`config.mk`:
```
export PLATFORM = sky130hd
export DESIGN_NAME = sccb_register_master
export DESIGN_NICKNAME = d
export VERILOG_FILES = /design/src/sccb_rm_pkg.sv /design/src/sccb_register_master.sv
export SDC_FILE = /design/constraint.sdc
export NUM_CORES = 1
export LEC_CHECK = 0
export ABC_AREA = 1
export BUFFER_PORTS_ARGS = -buffer_cell sky130_fd_sc_hd__buf_2
export CAP_MARGIN = 30
export CORE_MARGIN = 5
export CORE_UTILIZATION = 66
export CTS_CLUSTER_DIAMETER = 120
export DETAILED_ROUTE_END_ITERATION = 8
export GPL_ROUTABILITY_DRIVEN = 0
export GPL_TIMING_DRIVEN = 0
export PLACE_DENSITY = 0.91
export SETUP_SLACK_MARGIN = 0.2
export SLEW_MARGIN = 20
export SYNTH_ARGS = -nofsm -noshare
export SYNTH_HDL_FRONTEND = slang
export SYNTH_SLANG_ARGS = --single-unit
```
`constraint.sdc`:
```
create_clock -name clk_i -period 9.4 [get_ports clk_i]
set_clock_uncertainty 0.2 [all_clocks]
set_input_delay 0.94 -clock clk_i [delete_from_list [all_inputs] [get_ports clk_i]]
set_output_delay 0.94 -clock clk_i [all_outputs]
set_load 0.05 [all_outputs]
```
`src/sccb_rm_pkg.sv`:
```
// Package for the SCCB register master: request and result types, phase kinds,
// sequence step constants and the step-to-phase decode table. No dependencies.
`timescale 1ns / 1ps
`default_nettype none

package sccb_rm_pkg;

  // One tick request, optionally carrying a command.
  typedef struct packed {
    logic [1:0] action;
    logic [7:0] reg_address;
    logic [7:0] write_data;
    logic       sda_in;
  } req_t;

  // Line levels and status for one tick.
  typedef struct packed {
    logic       scl;
    logic       sda_out;
    logic       sda_enable;
    logic       busy_res;
    logic       done_res;
    logic       failed;
    logic [7:0] read_data;
  } res_t;

  typedef enum logic [1:0] {
    ActTick  = 2'd0,
    ActWrite = 2'd1,
    ActRead  = 2'd2,
    ActNone  = 2'd3
  } action_e;

  typedef enum logic [1:0] {
    CfgDevAddr = 2'd0,
    CfgTicks   = 2'd1
  } cfg_index_e;

  // What a sequence step does to the lines when its phase begins, and what
  // happens at the end of its phase.
  typedef enum logic [3:0] {
    KindNone,
    KindSdaHi,
    KindSdaLo,
    KindSclHi,
    KindSclLo,
    KindWrBit,
    KindWrHigh,
    KindWrLow,
    KindRelease,
    KindAckHigh,
    KindAckLow,
    KindDrive,
    KindRdHigh,
    KindRdLow
  } kind_e;

  localparam logic [7:0] DevAddrReset = 8'h42;
  localparam logic [7:0] TicksReset   = 8'd1;

  localparam logic [5:0] StepIdle      = 6'd0;
  localparam logic [5:0] StepFirst     = 6'd1;
  localparam logic [5:0] StepAddrLast  = 6'd11;
  localparam logic [5:0] StepRegFirst  = 6'd12;
  localparam logic [5:0] StepRegLast   = 6'd18;
  localparam logic [5:0] StepWrData    = 6'd19;
  localparam logic [5:0] StepDataLast  = 6'd25;
  localparam logic [5:0] StepWrDone    = 6'd28;
  localparam logic [5:0] StepRdStop    = 6'd29;
  localparam logic [5:0] StepRdDone    = 6'd53;
  localparam logic [5:0] StepFail      = 6'd54;
  localparam logic [5:0] StepFailDone  = 6'd58;

  function automatic kind_e step_kind(input logic [5:0] s);
    kind_e k;
    case (s)
      6'd1, 6'd28, 6'd31, 6'd32, 6'd47, 6'd53, 6'd58: k = KindSdaHi;
      6'd2, 6'd27, 6'd30, 6'd33, 6'd48, 6'd52, 6'd57: k = KindSclHi;
      6'd3, 6'd26, 6'd29, 6'd34, 6'd50, 6'd51, 6'd56: k = KindSdaLo;
      6'd4, 6'd35, 6'd49, 6'd54:                      k = KindSclLo;
      6'd5, 6'd12, 6'd19, 6'd36:                      k = KindWrBit;
      6'd6, 6'd13, 6'd20, 6'd37:                      k = KindWrHigh;
      6'd7, 6'd14, 6'd21, 6'd38:                      k = KindWrLow;
      6'd8, 6'd15, 6'd22, 6'd39, 6'd43:               k = KindRelease;
      6'd9, 6'd16, 6'd23, 6'd40:                      k = KindAckHigh;
      6'd10, 6'd17, 6'd24, 6'd41:                     k = KindAckLow;
      6'd11, 6'd18, 6'd25, 6'd42, 6'd46, 6'd55:       k = KindDrive;
      6'd44:                                          k = KindRdHigh;
      6'd45:                                          k = KindRdLow;
      default:                                        k = KindNone;
    endcase
    return k;
  endfunction

endpackage

`default_nettype wire

```
`src/sccb_register_master.sv`:
```
// Top level of the SCCB register master: sequencer, configuration registers
// and result register. Depends on sccb_rm_pkg.
`timescale 1ns / 1ps
`default_nettype none

// Each request is one timing tick of an SCCB master that performs single
// camera register writes and reads. While idle, a request with action write
// or read latches the register index (and data byte) and the transaction
// starts on that same tick; commands that arrive while busy are ignored. Every
// line phase lasts ticks_per_phase requests (zero acts as one). Acknowledge
// and read bits are sampled from sda_in on the last tick of a clock-high
// phase. A missing acknowledge ends the transaction with stop and failed set.
// Every request gives exactly one result, carrying the line levels after that
// tick plus busy, done, failed and read_data. The block takes one request per
// clock cycle: all the work of a tick is a short decode and update between
// the state registers and the result register, and a request is taken
// whenever the result register is empty or is being read in the same cycle.
// Configuration writes are always accepted and take effect on the next tick.
module sccb_register_master (
  input  wire logic              clk_i,
  input  wire logic              rst_ni,
  input  wire logic              in_valid_i,
  output      logic              in_ready_o,
  input  wire sccb_rm_pkg::req_t in_req_i,
  output      logic              out_valid_o,
  input  wire logic              out_ready_i,
  output      sccb_rm_pkg::res_t out_res_o,
  input  wire logic              cfg_valid_i,
  output      logic              cfg_ready_o,
  input  wire logic [1:0]        cfg_index_i,
  input  wire logic [7:0]        cfg_data_i
);
  import sccb_rm_pkg::*;

  // Configuration registers.
  logic [7:0] dev_addr_q;
  logic [7:0] ticks_q;

  // Sequencer state.
  logic [5:0] step_q, step_d;
  logic [2:0] bit_q, bit_d;
  logic [7:0] shift_q, shift_d;
  logic [7:0] held_reg_q, held_reg_d;
  logic [7:0] held_data_q, held_data_d;
  logic       is_read_q, is_read_d;
  logic [7:0] phase_q, phase_d;
  logic       scl_q, scl_d;
  logic       sda_q, sda_d;
  logic       en_q, en_d;
  logic [7:0] captured_q, captured_d;

  // Result register.
  logic       out_valid_q;
  res_t       out_res_q;
  res_t       res_d;

  logic       accept;

  assign in_ready_o  = !out_valid_q || out_ready_i;
  assign accept      = in_valid_i && in_ready_o;
  assign cfg_ready_o = 1'b1;
  assign out_valid_o = out_valid_q;
  assign out_res_o   = out_res_q;

  // One tick of the sequencer. The phase entry action is applied first, then
  // the end-of-phase update, in that order, so both can happen on one tick.
  always_comb begin : p_tick
    logic [5:0] s;
    logic [5:0] nxt;
    logic [7:0] tpp;
    logic [7:0] phase_inc;
    logic [7:0] load_byte;
    logic       is_cmd;
    kind_e      kind;

    step_d      = step_q;
    bit_d       = bit_q;
    shift_d     = shift_q;
    held_reg_d  = held_reg_q;
    held_data_d = held_data_q;
    is_read_d   = is_read_q;
    phase_d     = phase_q;
    scl_d       = scl_q;
    sda_d       = sda_q;
    en_d        = en_q;
    captured_d  = captured_q;
    res_d       = '0;

    tpp    = (ticks_q == 8'd0) ? 8'd1 : ticks_q;
    is_cmd = (in_req_i.action == ActWrite) || (in_req_i.action == ActRead);

    // A step past the last one cannot occur; it is handled as idle.
    if (step_q == StepIdle || step_q > StepFailDone) begin
      step_d = StepIdle;
      if (is_cmd) begin
        held_reg_d  = in_req_i.reg_address;
        held_data_d = in_req_i.write_data;
        is_read_d   = (in_req_i.action == ActRead);
        step_d      = StepFirst;
        phase_d     = 8'd0;
        bit_d       = 3'd0;
        shift_d     = 8'd0;
      end
    end

    s    = step_d;
    nxt  = s + 6'd1;
    kind = step_kind(s);

    if (s != StepIdle) begin
      if (phase_d == 8'd0) begin
        if (s <= StepAddrLast) begin
          load_byte = dev_addr_q;
        end else if (s <= StepRegLast) begin
          load_byte = held_reg_d;
        end else if (s <= StepDataLast) begin
          load_byte = held_data_d;
        end else begin
          load_byte = dev_addr_q + 8'd1;
        end
        case (kind)
          KindSdaHi:                                   sda_d = 1'b1;
          KindSdaLo:                                   sda_d = 1'b0;
          KindSclHi, KindWrHigh, KindAckHigh, KindRdHigh: scl_d = 1'b1;
          KindSclLo, KindWrLow, KindAckLow, KindRdLow:    scl_d = 1'b0;
          KindWrBit: begin
            if (bit_d == 3'd0) begin
              shift_d = load_byte;
            end
            sda_d = shift_d[7];
          end
          KindRelease:                                 en_d = 1'b0;
          KindDrive:                                   en_d = 1'b1;
          default: ;
        endcase
      end else begin
        load_byte = 8'd0;
      end

      res_d.busy_res = 1'b1;
      phase_inc      = phase_d + 8'd1;
      phase_d        = phase_inc;

      if (phase_inc >= tpp) begin
        phase_d = 8'd0;
        case (kind)
          KindWrLow: begin
            if (bit_d != 3'd7) begin
              bit_d   = bit_d + 3'd1;
              shift_d = {shift_d[6:0], 1'b0};
              nxt     = s - 6'd2;
            end else begin
              bit_d = 3'd0;
            end
          end
          KindAckHigh: begin
            if (in_req_i.sda_in) begin
              nxt = StepFail;
            end
          end
          KindRdHigh: shift_d = {shift_d[6:0], in_req_i.sda_in};
          KindRdLow: begin
            if (bit_d != 3'd7) begin
              bit_d = bit_d + 3'd1;
              nxt   = s - 6'd1;
            end else begin
              bit_d      = 3'd0;
              captured_d = shift_d;
            end
          end
          default: ;
        endcase

        // After the register index, a write goes on to the data byte and a
        // read to the stop that precedes the repeated start.
        if (s == StepRegLast) begin
          nxt = is_read_d ? StepRdStop : StepWrData;
        end

        if (s == StepWrDone || s == StepRdDone || s == StepFailDone) begin
          res_d.done_res = 1'b1;
          res_d.busy_res = 1'b0;
          res_d.failed   = (s == StepFailDone);
          if (s == StepRdDone) begin
            res_d.read_data = captured_d;
          end
          bit_d = 3'd0;
          nxt   = StepIdle;
        end
        step_d = nxt;
      end
    end else begin
      load_byte = 8'd0;
      phase_inc = 8'd0;
    end

    res_d.scl        = scl_d;
    res_d.sda_out    = sda_d;
    res_d.sda_enable = en_d;
  end

  always_ff @(posedge clk_i or negedge rst_ni) begin
    if (!rst_ni) begin
      dev_addr_q <= DevAddrReset;
      ticks_q    <= TicksReset;
    end else if (cfg_valid_i && cfg_ready_o) begin
      case (cfg_index_e'(cfg_index_i))
        CfgDevAddr: dev_addr_q <= cfg_data_i;
        CfgTicks:   ticks_q    <= cfg_data_i;
        default: ;
      endcase
    end
  end

  always_ff @(posedge clk_i or negedge rst_ni) begin
    if (!rst_ni) begin
      step_q      <= StepIdle;
      bit_q       <= 3'd0;
      shift_q     <= 8'd0;
      held_reg_q  <= 8'd0;
      held_data_q <= 8'd0;
      is_read_q   <= 1'b0;
      phase_q     <= 8'd0;
      scl_q       <= 1'b1;
      sda_q       <= 1'b1;
      en_q        <= 1'b1;
      captured_q  <= 8'd0;
    end else if (accept) begin
      step_q      <= step_d;
      bit_q       <= bit_d;
      shift_q     <= shift_d;
      held_reg_q  <= held_reg_d;
      held_data_q <= held_data_d;
      is_read_q   <= is_read_d;
      phase_q     <= phase_d;
      scl_q       <= scl_d;
      sda_q       <= sda_d;
      en_q        <= en_d;
      captured_q  <= captured_d;
    end
  end

  always_ff @(posedge clk_i or negedge rst_ni) begin
    if (!rst_ni) begin
      out_valid_q <= 1'b0;
    end else if (accept) begin
      out_valid_q <= 1'b1;
    end else if (out_ready_i) begin
      out_valid_q <= 1'b0;
    end
  end

  always_ff @(posedge clk_i) begin
    if (accept) begin
      out_res_q <= res_d;
    end
  end

  // The sequencer never rests on a step beyond the failure stop.
  a_step_range: assert property (@(posedge clk_i) disable iff (!rst_ni)
    step_q <= StepFailDone)
    else $error("sequence step out of range");

  // A finishing tick never reports busy.
  a_done_not_busy: assert property (@(posedge clk_i) disable iff (!rst_ni)
    out_valid_o |-> !(out_res_o.done_res && out_res_o.busy_res))
    else $error("done and busy together");

  // Failure and read data are only reported on a finishing tick.
  a_status_with_done: assert property (@(posedge clk_i) disable iff (!rst_ni)
    out_valid_o && (out_res_o.failed || out_res_o.read_data != 8'd0)
    |-> out_res_o.done_res)
    else $error("status without done");

  // A finished transaction always leaves the sequencer idle.
  a_done_goes_idle: assert property (@(posedge clk_i) disable iff (!rst_ni)
    accept && res_d.done_res |=> step_q == StepIdle)
    else $error("sequencer not idle after done");

endmodule

`default_nettype wire
```
* Word level (Yosys, flattened, before mapping)
Memories as Yosys holds them, arrays and structs flattened.
Index checks and enable logic that the tools add are counted.
** Storage, ports and cells
- Memories kept :: 1
- Word-level logic and storage cells :: 134
- ROM bits :: 256
- Input port bits :: 34
- Output and inout bits :: 17
- Flip-flop bits (word level) :: 84
** Operators by class
- Eq/ne operators :: 21
- Muxes and demuxes :: 57
- $add $sub $neg :: 6
- Reductions and logical operators :: 23
- Order comparisons :: 5
** Memories
- (name not given) :: depth 64, width 4, rd ports 1, clocked after Yosys merged registers in 0, write ports 0, RTL line sccb_rm_pkg.sv:76 : case (s)
** Operators with widths (count)
- 2-to-1 mux 8 bit :: 23
- 2-to-1 mux 6 bit :: 8
- equality test 4 bit (second input constant) :: 6
- 2-to-1 mux 11 bit :: 2
- 2-to-1 mux 3 bit :: 7
- case mux 6 bit (3 select lines) :: 1
- adder 8 x 1 -> 8 bit (second input constant) :: 2
- equality test 4 x 3 -> 1 bit (second input constant) :: 4
- logical NOT 8 bit :: 2
- case mux 8 bit (2 select lines) :: 1
- equality test 6 x 5 -> 1 bit (second input constant) :: 2
- equality test 6 bit (second input constant) :: 2
- less-or-equal comparator 6 x 5 -> 1 bit (second input constant) :: 2
- 2-to-1 mux 1 bit :: 11
- equality test 4 x 2 -> 1 bit (second input constant) :: 2
- >= comparator 8 bit :: 1
- OR reduction 4 bit :: 2
- adder 6 x 1 -> 6 bit (second input constant) :: 1
- > comparator 6 bit (second input constant) :: 1
- less-or-equal comparator 6 x 4 -> 1 bit (second input constant) :: 1
- logical NOT 6 bit :: 1
- AND reduction 2 bit :: 3
- AND reduction 3 bit :: 2
- nonzero test 6 bit :: 1
- 18 further kinds :: 24

* Logic depth before layout (Yosys ltp)
- Depth in word-level cells :: 16
- Mapped depth :: 29
- Gate-level depth less buffers :: 28

* Least setup slack after synthesis
Ideal clock, no wire load.
- Path kind :: input to register
- From :: in in_req_i[17] (netlist bit)
- To :: reg shift_q[4]
- Stages on the path :: 26
- Data arrival time :: 4.317 ns
- Required time :: 9.123 ns
- Path buffers :: 3
- Library setup time :: 0.077 ns
- Setup slack :: 4.805 ns
- Cell sequence :: inv_1 -> ha_1 -> inv_1 -> nand2_4 -> buf_6 -> clkbuf_1 -> buf_1 -> nand2_1 -> inv_1 -> ha_1 -> nand3_1 -> nor3_1 -> xor2_1 -> inv_1 -> ha_1 -> nand2_1 -> nor2_1 -> nand4_1 -> nand3_1 -> nor2_1 -> inv_1 -> nand2_1 -> nand3_1 -> nand2_1 -> inv_1 -> a21oi_1
** Between the ends
- Longest elaborated chain between the ends :: 15
- Elaborated cells between the ends (all ways) :: 38
- Classes of those cells :: add/sub: 1; order compare: 4; eq/ne: 6; mux: 22; reduce/logical: 4; memory: 1
** Ends and longest elaborated chain
- from (decl) :: RTL line sccb_register_master.sv:24 : input wire sccb_rm_pkg::req_t in_req_i,
- equality test 2 x 1 -> 1 bit / equality test 2 bit (equally long branches) :: RTL line sccb_register_master.sv:90 : is_cmd = (in_req_i.action == ActWrite) || (in_req_i.action == ActRead);
- logical OR 1 bit (*) :: RTL line sccb_register_master.sv:90
- 2-to-1 mux 1 bit :: RTL line sccb_register_master.sv:95 : if (is_cmd) begin
- 2-to-1 mux 6 bit :: RTL line sccb_register_master.sv:93 : if (step_q == StepIdle || step_q > StepFailDone) begin
- less-or-equal comparator 6 x 5 -> 1 bit :: RTL line sccb_register_master.sv:116 : end else if (s <= StepDataLast) begin
- 2-to-1 mux 8 bit :: RTL line sccb_register_master.sv:116
- 2-to-1 mux 8 bit :: RTL line sccb_register_master.sv:114 : end else if (s <= StepRegLast) begin
- 2-to-1 mux 8 bit :: RTL line sccb_register_master.sv:112 : if (s <= StepAddrLast) begin
- 2-to-1 mux 8 bit :: RTL line sccb_register_master.sv:127 : if (bit_d == 3'd0) begin
- 2-to-1 mux 8 bit :: RTL line sccb_register_master.sv:121 : case (kind)
- 2-to-1 mux 8 bit :: RTL line sccb_register_master.sv:111 : if (phase_d == 8'd0) begin
- 2-to-1 mux 8 bit :: RTL line sccb_register_master.sv:148 : if (bit_d != 3'd7) begin
- case mux 8 bit (2 select lines) :: RTL line sccb_register_master.sv:146 : case (kind)
- 2-to-1 mux 8 bit :: RTL line sccb_register_master.sv:144 : if (phase_inc >= tpp) begin
- 2-to-1 mux 8 bit (*) :: RTL line sccb_register_master.sv:110 : if (s != StepIdle) begin
- to (signal assigned) :: RTL line sccb_register_master.sv:231 : shift_q <= shift_d;
- to (decl) :: RTL line sccb_register_master.sv:42 : logic [7:0] shift_q, shift_d;
Every way passes the cells marked *; elsewhere a longest branch is shown, timed or not.
A chain may end at the register's enable or synchronous reset.

* Worst setup path in the final report
Ends and elaborated chain as after synthesis.

==> reports/metrics.cfg <==
[status]
outcome=completed

[floorplan]
die_y_um=110.6
floorplan.io_pins=51
dieArea_um2=12230
rows=36
fp.coreArea_um2=9819
initial_core_util=0.6799
die_x_um=110.6

[power]
power.sequential.fraction=0.221
pwr_density_cell_nw_per_um2=337.6
power_report.internal_total_mw=1.142
power_frac_clock=0.127
switching_share=0.5412
power.ir.vdd_worst_mv=0.2208
comb_power_share=0.652
static-leakage-power_nw=3.835
total_switching_power_mw=1.347

[sta]
timing_max_transition_violations_final=0
layout_min_cycle_time_ns=5.572
grt_setup_unrepaired=no
tns_ns=0
hold_viol=0
final_min_period_over_clock_period=0.5927
clock.fmax_mhz=179.5
setup_violations=0
maxSlewHeadroom=0.5281
worst-slew-pin-transition_ns=0.7053
fin_worst_hold_slack_ns=0.2636

[synthesis]
postSynthRegisterBits=84
synthArstFlopShare=0.8333
synth_edf_count=14
synth_top_area_cell=sky130_fd_sc_hd__dfrtp_1
synth_instances=969
ys.flop_type=sky130_fd_sc_hd__dfrtp_1
syn-num-nets=1031
yosysWarnings=0
yosysSeqAreaShare=0.3265
synth.area.top_cells=sky130_fd_sc_hd__dfrtp_1 24%, sky130_fd_sc_hd__nand2_1 18%, sky130_fd_sc_hd__edfxtp_1 6.3%
synth.top_cells.by_count=312 x sky130_fd_sc_hd__nand2_1, 97 x sky130_fd_sc_hd__inv_1, 80 x sky130_fd_sc_hd__nor2_1, 73 x sky130_fd_sc_hd__nand3_1, 64 x sky130_fd_sc_hd__dfrtp_1
synth_area_per_cell_um2=6.890
synthMostInstantiatedCell=sky130_fd_sc_hd__nand2_1
synth_area_um2=6676
fraction_of_synthesized_cell_area_taken_by_the_top_area_cell_type=0.2399
synth.distinct_cells=51

[clock_network]
cts_buf_count=9
insertion_delay_ns=0.37
cts-root-to-sink-buffers=2
ctsRootBufferMaster=sky130_fd_sc_hd__clkbuf_8
holdBufCountCts=0
cts.repair_timing.setup_buffer_count=0
cts_resized=0
h-tree-depth=3
path_clk_slew_ns=0.09
numClockSinks=84
cts_tree=built

[worst_setup_path]
critical_path_arrival_ns=5.67
critical-path-max-stage-delay_ns=0.62
timing.critical_path.to_type=flip-flop
setup.worst_path.start_class=primary input
setup.worst_path.class=primary input to flip-flop
crit_required_ns=9.50
critical-path-top-cell-by-count=sky130_fd_sc_hd__inv_1
worst-path-max-fanout=10
cpMaxStageDelayCell=sky130_fd_sc_hd__nor2_1

[route]
drt_iter0_markers=790
dr.pass1.iters=8
ant_nets=0
vias=6785
drt-total-wl_mm=17.60
via_per_inst=5.804
drcViolationCount=0
wl_per_cell_um=15.06

[layout]
area.sequential_um2=2180
synthToLayoutAreaGrowth_pct=10.44
layout-drive-gt1-share=0.1593
fin_nets=1093
multiInputGateArea_um2=3852
design_area_final_um2=7373
antenna_cells_inserted=0
post_layout_nonfiller_instances=1169
fillers=800

[global_routing]
overflow=0
gr-usage-all-layers=0.2825
antenna_found_initial=0
grt_start_max_net_pins=49
vias_in_the_first_global_route=6142
first_pass_grt_wire_length_mm=28.84

[flow_run]
max_cap_viol_count=0

[placement]
post_dp_cell_area_um2=7129
numPortBuffers=49
dpl.hpwl_mm=13.28
dp.cells=1153

[min_path]
holdCritPathClass=primary input to async pin

## through the flow
stage	total power, mW	util	setup slack (ns)
3_3_place_gp	2.075	0.7218	3.740
6_report	2.489	0.7509	3.828
4_1_cts	2.444	0.7509	3.973
5_1_grt	2.671	0.7509	3.429
2_1_floorplan	1.763	-	4.805
3_5_place_dp	2.120	0.7260	3.611
## worst paths after layout
| path | startpoint | to | slack (ns) | cells after the start |
|---|---|---|---|---|
| min in group clk_i | en_q$_DFFE_PN1P_ | en_q$_DFFE_PN1P_ | 0.27 | 2 |
| min reg2reg | en_q$_DFFE_PN1P_ | en_q$_DFFE_PN1P_ | 0.27 | 2 |
| max | in_req_i[17] | shift_q[4]$_DFFE_PN0P_ | 3.83 | 27 |
| max in group asynchronous | rst_ni | dev_addr_q[1]$_DFFE_PN1P_ | 8.13 | 2 |
| max reg2reg | step_q[3]$_DFFE_PN0P_ | shift_q[4]$_DFFE_PN0P_ | 3.84 | 28 |
| min | rst_ni | captured_q[3]$_DFFE_PN0P_ | 0.26 | 1 |
## cell families (layout without fill, tap and decap cells)
family / Yosys count / count (layout) / synth area share
adder cells (fa/ha/maj): 28 / 28 / 0.05247
other: 1 / 1 / 0.0005617
AO/OA/AOI/OAI: 144 / 144 / 0.1198
flip-flops: 84 / 84 / 0.3265
XOR/XNOR: 18 / 18 / 0.02361
buffers and inverters: 150 / 217 / 0.09651
AND/OR/NAND/NOR: 544 / 544 / 0.3806
## flip-flops by register name, summed over array words and instances, names as in the netlist
| name | count |
|---|---|
| scl_q | 1 |
| dev_addr_q | 8 |
| phase_q | 8 |
| en_q | 1 |
| is_read_q | 1 |
| out_valid_o | 1 |
| shift_q | 8 |
| captured_q | 8 |
| bit_q | 3 |
| out_res_o | 14 |
| ticks_q | 8 |
| held_data_q | 8 |
| held_reg_q | 8 |
| sda_q | 1 |
| step_q | 6 |
## critical path, delay by kind of cell
kind            cells  cell delay [ns]
buf+inv            10             1.61
compound gates      1             0.14
xor+xnor            1             0.16
simple gates       12             2.01
fa+ha+maj           3             0.77
## cells in the final DEF, fill, tap and decap left out, types with 13 or more instances in the layout
cell type	synthesis	routed
sky130_fd_sc_hd__o21ai_0	47	47
sky130_fd_sc_hd__nor2_1	80	80
sky130_fd_sc_hd__clkbuf_1	12	13
sky130_fd_sc_hd__edfxtp_1	14	14
sky130_fd_sc_hd__nand3_1	73	73
sky130_fd_sc_hd__o21ai_1	22	22
sky130_fd_sc_hd__xor2_1	15	15
sky130_fd_sc_hd__a21oi_1	42	42
sky130_fd_sc_hd__buf_2	6	54
sky130_fd_sc_hd__ha_1	28	28
sky130_fd_sc_hd__dfrtp_1	64	64
sky130_fd_sc_hd__nand2_1	312	312
sky130_fd_sc_hd__nand4_1	14	14
sky130_fd_sc_hd__inv_1	97	97
sky130_fd_sc_hd__nand2_2	17	17
sky130_fd_sc_hd__inv_2	21	21
## layout make-up
type,instances,area share
buffer,29,0.02545
clock buffer,12,0.02257
clock inverter,4,0.01052
inverter,121,0.06194
multi-input combinational,735,0.5225
sequential,84,0.2956
tap,133,0.02257
timing repair buffer,51,0.03886
## power by group through the flow
stage          clock [mW]  sequential [mW]  combinational (mW)
3_3_place_gp            0            0.548                1.53
5_1_grt             0.331            0.561                1.78
3_5_place_dp            0            0.553                1.57
4_1_cts             0.315            0.547                1.58
6_report            0.317            0.550                1.62
2_1_floorplan           0            0.558                1.21
## layer usage
layer | global-route usage | up-vias | wire length [um]
li1 | - | 3259 | -
met1 | 0.3876 | 3052 | 7250
met2 | 0.4555 | 414 | 8091
met3 | 0.04376 | 60 | 1805
met4 | 0.09852 | 0 | 457
met5 | 0 | - | 0
Note: power is estimated with default switching activity, not from simulation.
